File: src/scfl_pkg.sv
`timescale 1ns / 1ps

package scfl_pkg;

  // Sizing; LINE_BYTES is a power of two
  localparam int LINE_BYTES   = 64;
  localparam int NUM_CLASSES  = 16;
  localparam int STACK_DEPTH  = 64;
  localparam int REGION_BYTES = 2097152;
  localparam int HDR_BYTES    = 8;

  localparam int LINE_W      = $clog2(LINE_BYTES);
  localparam int CLASS_W     = (NUM_CLASSES > 1) ? $clog2(NUM_CLASSES) : 1;
  localparam int DEPTH_W     = $clog2(STACK_DEPTH);
  localparam int COUNT_W     = $clog2(STACK_DEPTH + 1);
  localparam int STACK_WORDS = NUM_CLASSES * STACK_DEPTH;
  localparam int MEM_AW      = $clog2(STACK_WORDS);
  localparam int REM_W       = $clog2(REGION_BYTES);

  // Beat field widths
  localparam int CMD_W        = 2;
  localparam int BYTES_W      = 32;
  localparam int ADDR_W       = 48;
  localparam int STATUS_W     = 2;
  localparam int SIZE_CLASS_W = 4;
  localparam int IN_DATA_W    = 80;
  localparam int OUT_DATA_W   = 56;

  typedef enum logic [CMD_W-1:0] {
    CMD_ALLOC  = 2'd0,
    CMD_FREE   = 2'd1,
    CMD_REGION = 2'd2,
    CMD_NONE   = 2'd3
  } cmd_t;

  typedef enum logic [STATUS_W-1:0] {
    STAT_OK          = 2'd0,
    STAT_LARGE       = 2'd1,
    STAT_NEED_REGION = 2'd2,
    STAT_FULL        = 2'd3
  } status_t;

  typedef enum logic [1:0] {
    ASEL_ZERO = 2'd0,
    ASEL_BUMP = 2'd1,
    ASEL_MEM  = 2'd2
  } addr_sel_t;

  typedef enum logic [1:0] {
    S_IDLE = 2'd0,
    S_EXEC = 2'd1,
    S_POP  = 2'd2,
    S_LEFT = 2'd3
  } state_t;

  typedef struct packed {
    cmd_t cmd;
    logic bad_class;
    logic stack_hit;
    logic stack_full;
    logic carve_fits;
    logic left_push_ok;
    logic out_busy;
  } dp_stat_t;

  typedef struct packed {
    logic      capture;
    logic      sel_left;
    logic      cnt_inc;
    logic      cnt_dec;
    logic      mem_re;
    logic      mem_we;
    logic      bump_carve;
    logic      bump_region;
    logic      bump_clear;
    logic      res_load;
    status_t   res_status;
    addr_sel_t res_addr;
    logic      res_cls_zero;
  } dp_cmd_t;

endpackage

File: src/scfl_ctrl.sv
`timescale 1ns / 1ps

module scfl_ctrl
  import scfl_pkg::*;
(
  input  logic     clk,
  input  logic     rst,
  input  logic     s_tvalid,
  output logic     s_tready,
  input  dp_stat_t stat,
  output dp_cmd_t  ctl
);

  state_t state, state_next;

  always_ff @(posedge clk) begin
    if (rst) begin
      state <= S_IDLE;
    end else begin
      state <= state_next;
    end
  end

  always_comb begin
    state_next       = state;
    ctl              = '0;
    ctl.res_status   = STAT_OK;
    ctl.res_addr     = ASEL_ZERO;
    s_tready         = (state == S_IDLE);
    unique case (state)
      S_IDLE: begin
        if (s_tvalid) begin
          ctl.capture = 1'b1;
          state_next  = S_EXEC;
        end
      end
      S_EXEC: begin
        unique case (stat.cmd)
          CMD_ALLOC: begin
            if (stat.bad_class) begin
              if (!stat.out_busy) begin
                ctl.res_load     = 1'b1;
                ctl.res_status   = STAT_LARGE;
                ctl.res_cls_zero = 1'b1;
                state_next       = S_IDLE;
              end
            end else if (stat.stack_hit) begin
              // pop: read now, answer from the registered read data in S_POP
              ctl.cnt_dec = 1'b1;
              ctl.mem_re  = 1'b1;
              state_next  = S_POP;
            end else if (stat.carve_fits) begin
              if (!stat.out_busy) begin
                ctl.bump_carve = 1'b1;
                ctl.res_load   = 1'b1;
                ctl.res_addr   = ASEL_BUMP;
                state_next     = S_IDLE;
              end
            end else begin
              state_next = S_LEFT;
            end
          end
          CMD_FREE: begin
            if (!stat.out_busy) begin
              ctl.res_load = 1'b1;
              state_next   = S_IDLE;
              if (stat.bad_class) begin
                ctl.res_status   = STAT_LARGE;
                ctl.res_cls_zero = 1'b1;
              end else if (stat.stack_full) begin
                ctl.res_status = STAT_FULL;
              end else begin
                ctl.mem_we  = 1'b1;
                ctl.cnt_inc = 1'b1;
              end
            end
          end
          CMD_REGION: begin
            if (!stat.out_busy) begin
              ctl.bump_region  = 1'b1;
              ctl.res_load     = 1'b1;
              ctl.res_cls_zero = 1'b1;
              state_next       = S_IDLE;
            end
          end
          CMD_NONE: begin
            if (!stat.out_busy) begin
              ctl.res_load     = 1'b1;
              ctl.res_cls_zero = 1'b1;
              state_next       = S_IDLE;
            end
          end
          default: begin
            state_next = S_IDLE;
          end
        endcase
      end
      S_POP: begin
        if (!stat.out_busy) begin
          ctl.res_load = 1'b1;
          ctl.res_addr = ASEL_MEM;
          state_next   = S_IDLE;
        end
      end
      S_LEFT: begin
        ctl.sel_left = 1'b1;
        if (!stat.out_busy) begin
          ctl.mem_we     = stat.left_push_ok;
          ctl.cnt_inc    = stat.left_push_ok;
          ctl.bump_clear = 1'b1;
          ctl.res_load   = 1'b1;
          ctl.res_status = STAT_NEED_REGION;
          state_next     = S_IDLE;
        end
      end
      default: begin
        state_next = S_IDLE;
      end
    endcase
  end

endmodule

File: config.mk
export PLATFORM = sky130hd
export DESIGN_NAME = scfl_ctrl
export DESIGN_NICKNAME = d
export VERILOG_FILES = /design/src/scfl_pkg.sv /design/src/scfl_ctrl.sv
export SDC_FILE = /design/constraint.sdc
export NUM_CORES = 1
export LEC_CHECK = 0
export ABC_AREA = 1
export BUFFER_PORTS_ARGS = -buffer_cell sky130_fd_sc_hd__buf_2
export CELL_PAD_IN_SITES_DETAIL_PLACEMENT = 2
export CELL_PAD_IN_SITES_GLOBAL_PLACEMENT = 2
export CORE_AREA = 2 2 51 53
export CTS_CLUSTER_DIAMETER = 80
export DETAILED_ROUTE_END_ITERATION = 6
export DIE_AREA = 0 0 53 55
export GPL_ROUTABILITY_DRIVEN = 1
export GPL_TIMING_DRIVEN = 0
export PLACE_DENSITY = 0.71
export SETUP_SLACK_MARGIN = 0.4
export SKIP_LAST_GASP = 1
export SYNTH_ARGS = -nofsm -noshare
export SYNTH_HDL_FRONTEND = slang
export SYNTH_SLANG_ARGS = --single-unit
export TNS_END_PERCENT = 1
File: constraint.sdc
create_clock -name clk -period 1.3 [get_ports clk]
set_input_delay 0 -clock clk [delete_from_list [all_inputs] [get_ports clk]]
set_output_delay 0 -clock clk [all_outputs]
set_load 0.05 [all_outputs]
======== Word-level counts from Yosys, hierarchy flattened ========
Cells that the tools add are included.
word-level totals
  flip-flop bits (word level) ............. 2
  bits of input ports ..................... 11
  output and inout bits ................... 16
  word-level logic and storage cells ...... 64
cells by class
  eq/ne operators ......................... 7
  mux-type cells .......................... 51
  reduce and logical (&&, ||, !) cells .... 5
operators by type and width
  operator            count
  $mux 2              15
  $mux 1              24
  $pmux 2 s2          4
  $pmux 1 s3          3
  $eq 2x2->1 const B  4
  $mux 3              2
  $pmux 2 s3          1
  $eq 2x1->1 const B  2
  $logic_not 2->1     2
  $mux 4              1
  $reduce_or 2->1     2
  $reduce_or 3->1     1
  $ne 2x2->1 const B  1
  $pmux 1 s2          1

======== Depth between registers and ports, before layout ========
Gate-level depths: netlist (run 1).
  depth after elaboration ................. 6
  gate-level depth with buffers ........... 8

======== Worst setup path before layout (run 1) ========
OpenSTA, ideal clock, no wires.
  path type ............................... register -> output
  start point ............................. register state[1]
  end point ............................... output port ctl[12] (netlist bit)
  arrival time ............................ 2.666 ns
  data required time ...................... 1.300 ns
  setup slack ............................. -1.366 ns
  stages on the path, launching flop included .. 7
  cell sequence ........................... dfxtp_1 > ha_1 > inv_1 > nor2_1 > nand2_1 > o21ai_1 > buf_4
RTL lines
  item                    RTL line         RTL
  from (decl)             scfl_ctrl.sv:14  state_t state, state_next;
  from (signal assigned)  scfl_ctrl.sv:20  state <= state_next;
  to (decl)               scfl_ctrl.sv:11  output dp_cmd_t ctl

==> results of run 1 <==
logic make-up (layout without fill, tap and decap cells):
group	Yosys count	in the layout	synth area share
AO/OA/AOI/OAI	9	9	0.140
AND/OR/NAND/NOR	39	39	0.448
flip-flops	2	2	0.104
buffers and inverters	16	51	0.179
adder cells (fa/ha/maj)	4	4	0.130
worst register-to-register path: cells and delay by family, from the launching register on:
family                     cells  cell delay (ns)
buffers and inverters          1             0.16
DFF                            1             0.35
adders and majority gates      1             0.21
and+or+nand+nor                5             0.41
AOI/OAI and AO/OA              1             0.05
layout by cell type (no fill, tap or decap), drive strengths merged:
| cell | count |
|---|---|
| and2 | 1 |
| o22ai | 1 |
| or2 | 1 |
| nand3 | 7 |
| clkbuf | 4 |
| inv | 13 |
| dfxtp | 2 |
| ha | 4 |
| nor2 | 13 |
| a21oi | 3 |
| o211ai | 2 |
| nor3 | 3 |
| nand2 | 13 |
| o21ai | 2 |
| a21o | 1 |
| nor3b | 1 |
| buf | 33 |
| dlygate4sd3 | 1 |
cell type report:
type                            count  area [µm²]
Fill cell                         300        1660
Clock buffer                        4        26.3
Tap cell                           30        37.5
Sequential cell                     2        47.5
Multi-Input combinational cell     52         333
Timing Repair Buffer               31         183
Inverter                           13        53.8
Buffer                              3        20.0
what timing repair did:
| item | in CTS | in global routing |
|---|---|---|
| setup endpoints to repair | 18 | 18 |
| setup buffers | 5 | 0 |
| gates resized for setup | 5 | 0 |
| hold buffers | 1 | 0 |
| hold endpoints to repair | 1 | 0 |
| pin swaps | 4 | 0 |
per-stage QoR:
step                setup WS (ns)  total power (W)  area (µm²)  utilization
finish                     -0.291         0.000431         701        0.296
global route               -0.354         0.000465         701        0.296
CTS                        -0.318         0.000444         701        0.296
detailed placement         -0.278         0.000262         612        0.259
global placement           -0.251         0.000258         612        0.259
floorplan                  -0.415         0.000208         449            -
final timing paths:
path / end / slack, ns / cells past startpoint
setup / recovery: ctl[1] / -0.29 / 7
hold / removal: state[1] / 0.07 / 4
setup reg to reg: state[1] / 0.02 / 8
hold reg to reg: state[0] / 0.65 / 3
power breakdown:
group / switching (W) / leakage [nW] / internal, W / total (W)
clock network: 0.0000393 / 0.0150 / 0.000114 / 0.000154
registers: 0.00000857 / 0.0178 / 0.0000648 / 0.0000734
logic: 0.000134 / 0.353 / 0.0000702 / 0.000204
layer usage:
| layer | part of all wire | wire length (µm) | up-vias |
|---|---|---|---|
| li1 | - | - | 290 |
| met1 | 0.41 | 640 | 273 |
| met2 | 0.54 | 854 | 12 |
| met3 | 0.046 | 72 | 0 |
| met4 | 0 | 0 | 0 |
| met5 | 0 | 0 | - |
==> results.py, run 1 <==
metrics = {
    "detailed_routing": {
        "routed_wl_um": 1570,
        "ant_nets": 0,
        "drt_iter0_markers": 1,
        "dr.pass1.iters": 2,
        "num_vias": 575,
        "via_per_inst": 4.26,
        "wire_per_inst_um": 11.6,
        "drc": 0,
    },
    "sta": {
        "hold_ws_ns": 0.0653,
        "drv_slew": 0,
        "fin_skew_ns": 0.00777,
        "final.min_clock_period_ns": 1.59,
        "hold_viol": 0,
        "finalCritPeriodShare": 1.22,
        "tightest_slew_ns": 0.278,
        "rsz0062_at_grt": "true",
        "maxSlewHeadroom": 0.814,
        "worst_slack_ns": -0.291,
        "clock.fmax_mhz": 628,
        "setup_viol": 13,
        "fin_tns_setup_ns": -1.77,
    },
    "logic_synthesis": {
        "synth_top_area_cell": "ha_1",
        "synth_area_per_cell_um2": 5.51,
        "syn_area_um2": 385,
        "ys_types": 19,
        "syn_inst": 70,
        "synth_edf_count": 0,
        "yosysTopAreaCellShare": 0.130,
        "synthArstFlopShare": 0,
        "synth-seq-cells": 2,
        "yosysSeqAreaShare": 0.104,
        "synth_flop_cell": "dfxtp_1",
        "ys_top_cells_by_count": "nand2_1, nor2_1, inv_1",
        "yosysWarningCount": 0,
        "syn_nets": 85,
        "synth.top_cells.by_area": "ha_1, nand2_1, nor2_1",
    },
    "hold_path": {
        "hp-start": "s_tvalid",
        "hold_class": "in2reg",
    },
    "floorplan": {
        "core_mm2": 0.00236,
        "initial_core_util": 0.163,
        "core.rowCount": 18,
        "dieHeight_um": 55,
        "io_pins": 27,
        "die_w_um": 53,
        "die-area_mm2": 0.00292,
    },
    "placed_design": {
        "dp_cells": 125,
        "hpwlAfterDp_um": 1270,
        "gp_congestion": 0.713,
        "io_buffer_count": 25,
    },
    "global_routing": {
        "grtUsageMet1": 0.138,
        "grt_overflow_total": 0,
        "grt_max_degree": 10,
        "grt_pass1_vias": 612,
        "antenna_found_initial": 0,
        "gr-usage-met3": 0.0108,
        "use_met2": 0.242,
        "gr-usage-all-layers": 0.121,
        "grt_busiest_layer": "met2",
        "grt_pass1_wl_um": 2620,
    },
    "power": {
        "peakVddDrop_v": 0.000446,
        "power_density_mw_per_mm2": 615,
        "power.leakage_nw": 0.385,
    },
    "cts": {
        "clockRootBuffer": "clkbuf_4",
        "cts.clk_slew.worst_paths_ns": 0.04,
        "clkSinkCount": 2,
        "cts_tree": "built",
        "h-tree-depth": 1,
        "ctsLongestPathBuffers": 2,
        "cts_buffers": 3,
        "clkLatencyLatePin_ns": 0.23,
    },
    "status": {
        "status": "finished with violations",
        "violations": "setup timing",
    },
    "job": {
        "drv_cap": 0,
    },
    "cells_and_area": {
        "area.growth.synth_to_final_pct": 81.8,
        "nets": 121,
        "top_regs": "state (2)",
        "diodes": 0,
        "regMostFlops": "state",
        "final_cell_count_no_fill": 135,
        "largest_reg_flops": 2,
        "drive_above_1_share": 0.476,
    },
    "critical_path": {
        "slowest_delay_ns": 0.35,
        "critical_path_class": "reg2out",
        "crit_top_cell": "inv_4",
        "critPathArrivalTime_ns": 1.59,
        "cp-startpoint": "state[1]",
        "worstPathMaxFanout": 2,
        "cp_num_buf_inv": 3,
        "cp_slowest_cell": "dfxtp_4",
        "crit_path_end_kind": "output port",
        "cp_cell_sequence": "inv_4 -> ha_4 -> inv_4 -> or2_4 -> nor3b_4 -> and2_4 -> buf_8",
        "worstPathRequired_ns": 1.30,
        "cp_top_family": "simple AND/OR/NAND/NOR gates",
        "timing.rr.start": "state[1]",
        "critPathLaunchType": "flip-flop",
    },
}
Power figures use the tool's default switching activity.
==> inputs of run 2 (changes only) <==
- CORE_AREA: 2 2 51 53 -> 5 5 54 56
- DIE_AREA: 0 0 53 55 -> 0 0 59 61
- SKIP_LAST_GASP: 1 -> unset
==> results.py, run 2 (synthesized netlist as in run 1, its figures left out) <==
metrics = {
    "status": {
        "status": "finished with violations",
        "violations": "setup timing",
    },
    "cts": {
        "h-tree-depth": 1,
        "clkSinkCount": 2,
        "cts.clk_slew.worst_paths_ns": 0.03,
        "clkLatencyLatePin_ns": 0.23,
        "ctsLongestPathBuffers": 2,
        "cts_buffers": 3,
        "cts_tree": "built",
        "clockRootBuffer": "clkbuf_4",
    },
    "cells_and_area": {
        "mostFrequentLayoutCells": "nand2_1, buf_2, buf_4",
        "drive_above_1_share": 0.607,
        "diodes": 0,
        "largest_reg_flops": 2,
        "top_regs": "state (2)",
        "area.growth.synth_to_final_pct": 127,
        "final_cell_count_no_fill": 137,
        "regMostFlops": "state",
        "nets": 123,
        "final_common_cell": "nand2_1",
    },
    "global_routing": {
        "grt_pass1_vias": 658,
        "grtUsageMet1": 0.113,
        "antenna_found_initial": 0,
        "grt_busiest_layer": "met2",
        "gr-usage-met3": 0.0149,
        "grt_max_degree": 10,
        "gr-usage-all-layers": 0.108,
        "grt_pass1_wl_um": 2890,
        "grt_overflow_total": 0,
        "use_met2": 0.211,
    },
    "critical_path": {
        "crit_path_end_kind": "output port",
        "critical_path_class": "reg2out",
        "critPathLaunchType": "flip-flop",
        "worstPathMaxFanout": 2,
        "worstPathRequired_ns": 1.30,
        "critPathArrivalTime_ns": 1.57,
    },
    "sta": {
        "tightest_slew_ns": 0.327,
        "drv_slew": 0,
        "worst_slack_ns": -0.274,
        "clock.fmax_mhz": 635,
        "final.min_clock_period_ns": 1.57,
        "fin_skew_ns": 0.00622,
        "finalCritPeriodShare": 1.21,
        "setup_viol": 8,
        "rsz0062_at_grt": "true",
        "maxSlewHeadroom": 0.781,
        "hold_viol": 0,
        "hold_ws_ns": 0.0649,
    },
    "power": {
        "peakVddDrop_v": 0.000338,
        "power.leakage_nw": 0.415,
        "power_density_mw_per_mm2": 566,
    },
    "detailed_routing": {
        "num_vias": 595,
        "drt_iter0_markers": 4,
        "routed_wl_um": 1780,
        "ant_nets": 0,
        "dr.pass1.iters": 2,
        "drc": 0,
        "via_per_inst": 4.34,
        "wire_per_inst_um": 13.0,
    },
    "floorplan": {
        "die_w_um": 59,
        "core_mm2": 0.00239,
        "io_pins": 27,
        "die-area_mm2": 0.00360,
        "core.rowCount": 18,
        "dieHeight_um": 61,
        "initial_core_util": 0.161,
    },
    "placed_design": {
        "hpwlAfterDp_um": 1360,
        "gp_congestion": 0.688,
        "dp_cells": 125,
        "io_buffer_count": 25,
    },
    "hold_path": {
        "hold_class": "in2reg",
    },
    "job": {
        "drv_cap": 0,
    },
}
-- run 2: changes by cell type in the layout (fill, tap and decap cells not counted), moves of 3 or more --
cell   before  now
buf_2      25   11
buf_6       0    9
buf_4       7   11
inv_1      10    6
buf_8       1    4
-- run 2: path summary, 6_finish.rpt --
check / from / endpoint / slack (ns) / depth (start not counted)
setup / recovery: state[1] / ctl[1] / -0.27 / 7
hold / removal: s_tvalid / state[1] / 0.06 / 4
setup reg to reg: state[1] / state[1] / 0.03 / 8
hold reg to reg: state[1] / state[1] / 0.66 / 3
-- run 2: metrics by stage --
| stage | setup TNS (ns) | total power (W) | instance area, µm² | utilization | setup WS (ns) |
|---|---|---|---|---|---|
| after global placement | -0.398 | 0.000259 | 612 | 0.256 | -0.243 |
| after CTS | -1.13 | 0.000476 | 790 | 0.331 | -0.298 |
| after floorplan | -2.62 | 0.000208 | 449 | - | -0.415 |
| final | -1.12 | 0.000495 | 875 | 0.366 | -0.274 |
| after detailed placement | -0.509 | 0.000265 | 612 | 0.256 | -0.275 |
| after global routing | -2.05 | 0.000550 | 875 | 0.366 | -0.352 |
-- run 2: layer usage --
metal  part of all wire  vias up
li1                   -      294
met1               0.39      284
met2               0.55       15
met3              0.052        2
met4             0.0096        0
met5                  0        -
-- run 2: worst max-delay path, stage by stage, from the launching register on --
cell and delay (ns):
dfxtp_4 0.34, inv_4 0.06, ha_4 0.14, inv_4 0.03
or2_4 0.23, nor3b_4 0.22, and2_4 0.18, buf_8 0.14
-- run 2: power breakdown --
part           switching, W  leakage [nW]  internal [W]
Sequential       0.00000503        0.0178     0.0000647
Combinational      0.000161         0.382      0.000109
Clock             0.0000411        0.0150      0.000114
Total              0.000207         0.415      0.000288
-- run 2: cell type report --
type | instances | area (µm²)
plain buffers | 3 | 20.0
clock buffers | 4 | 26.3
fillers | 292 | 1510
inverters | 13 | 61.3
multi-input cells | 52 | 393
flip-flops and latches | 2 | 47.5
well taps | 30 | 37.5
repair buffers | 33 | 289
-- run 2: what timing repair did --
action / CTS / global route
cloned: 0 / 0
setup endpoints to repair: 18 / 18
setup buffers: 6 / 1
gates resized for setup: 33 / 21
hold buffers: 1 / 0
pin swaps: 5 / 6
hold endpoints to repair: 1 / 0
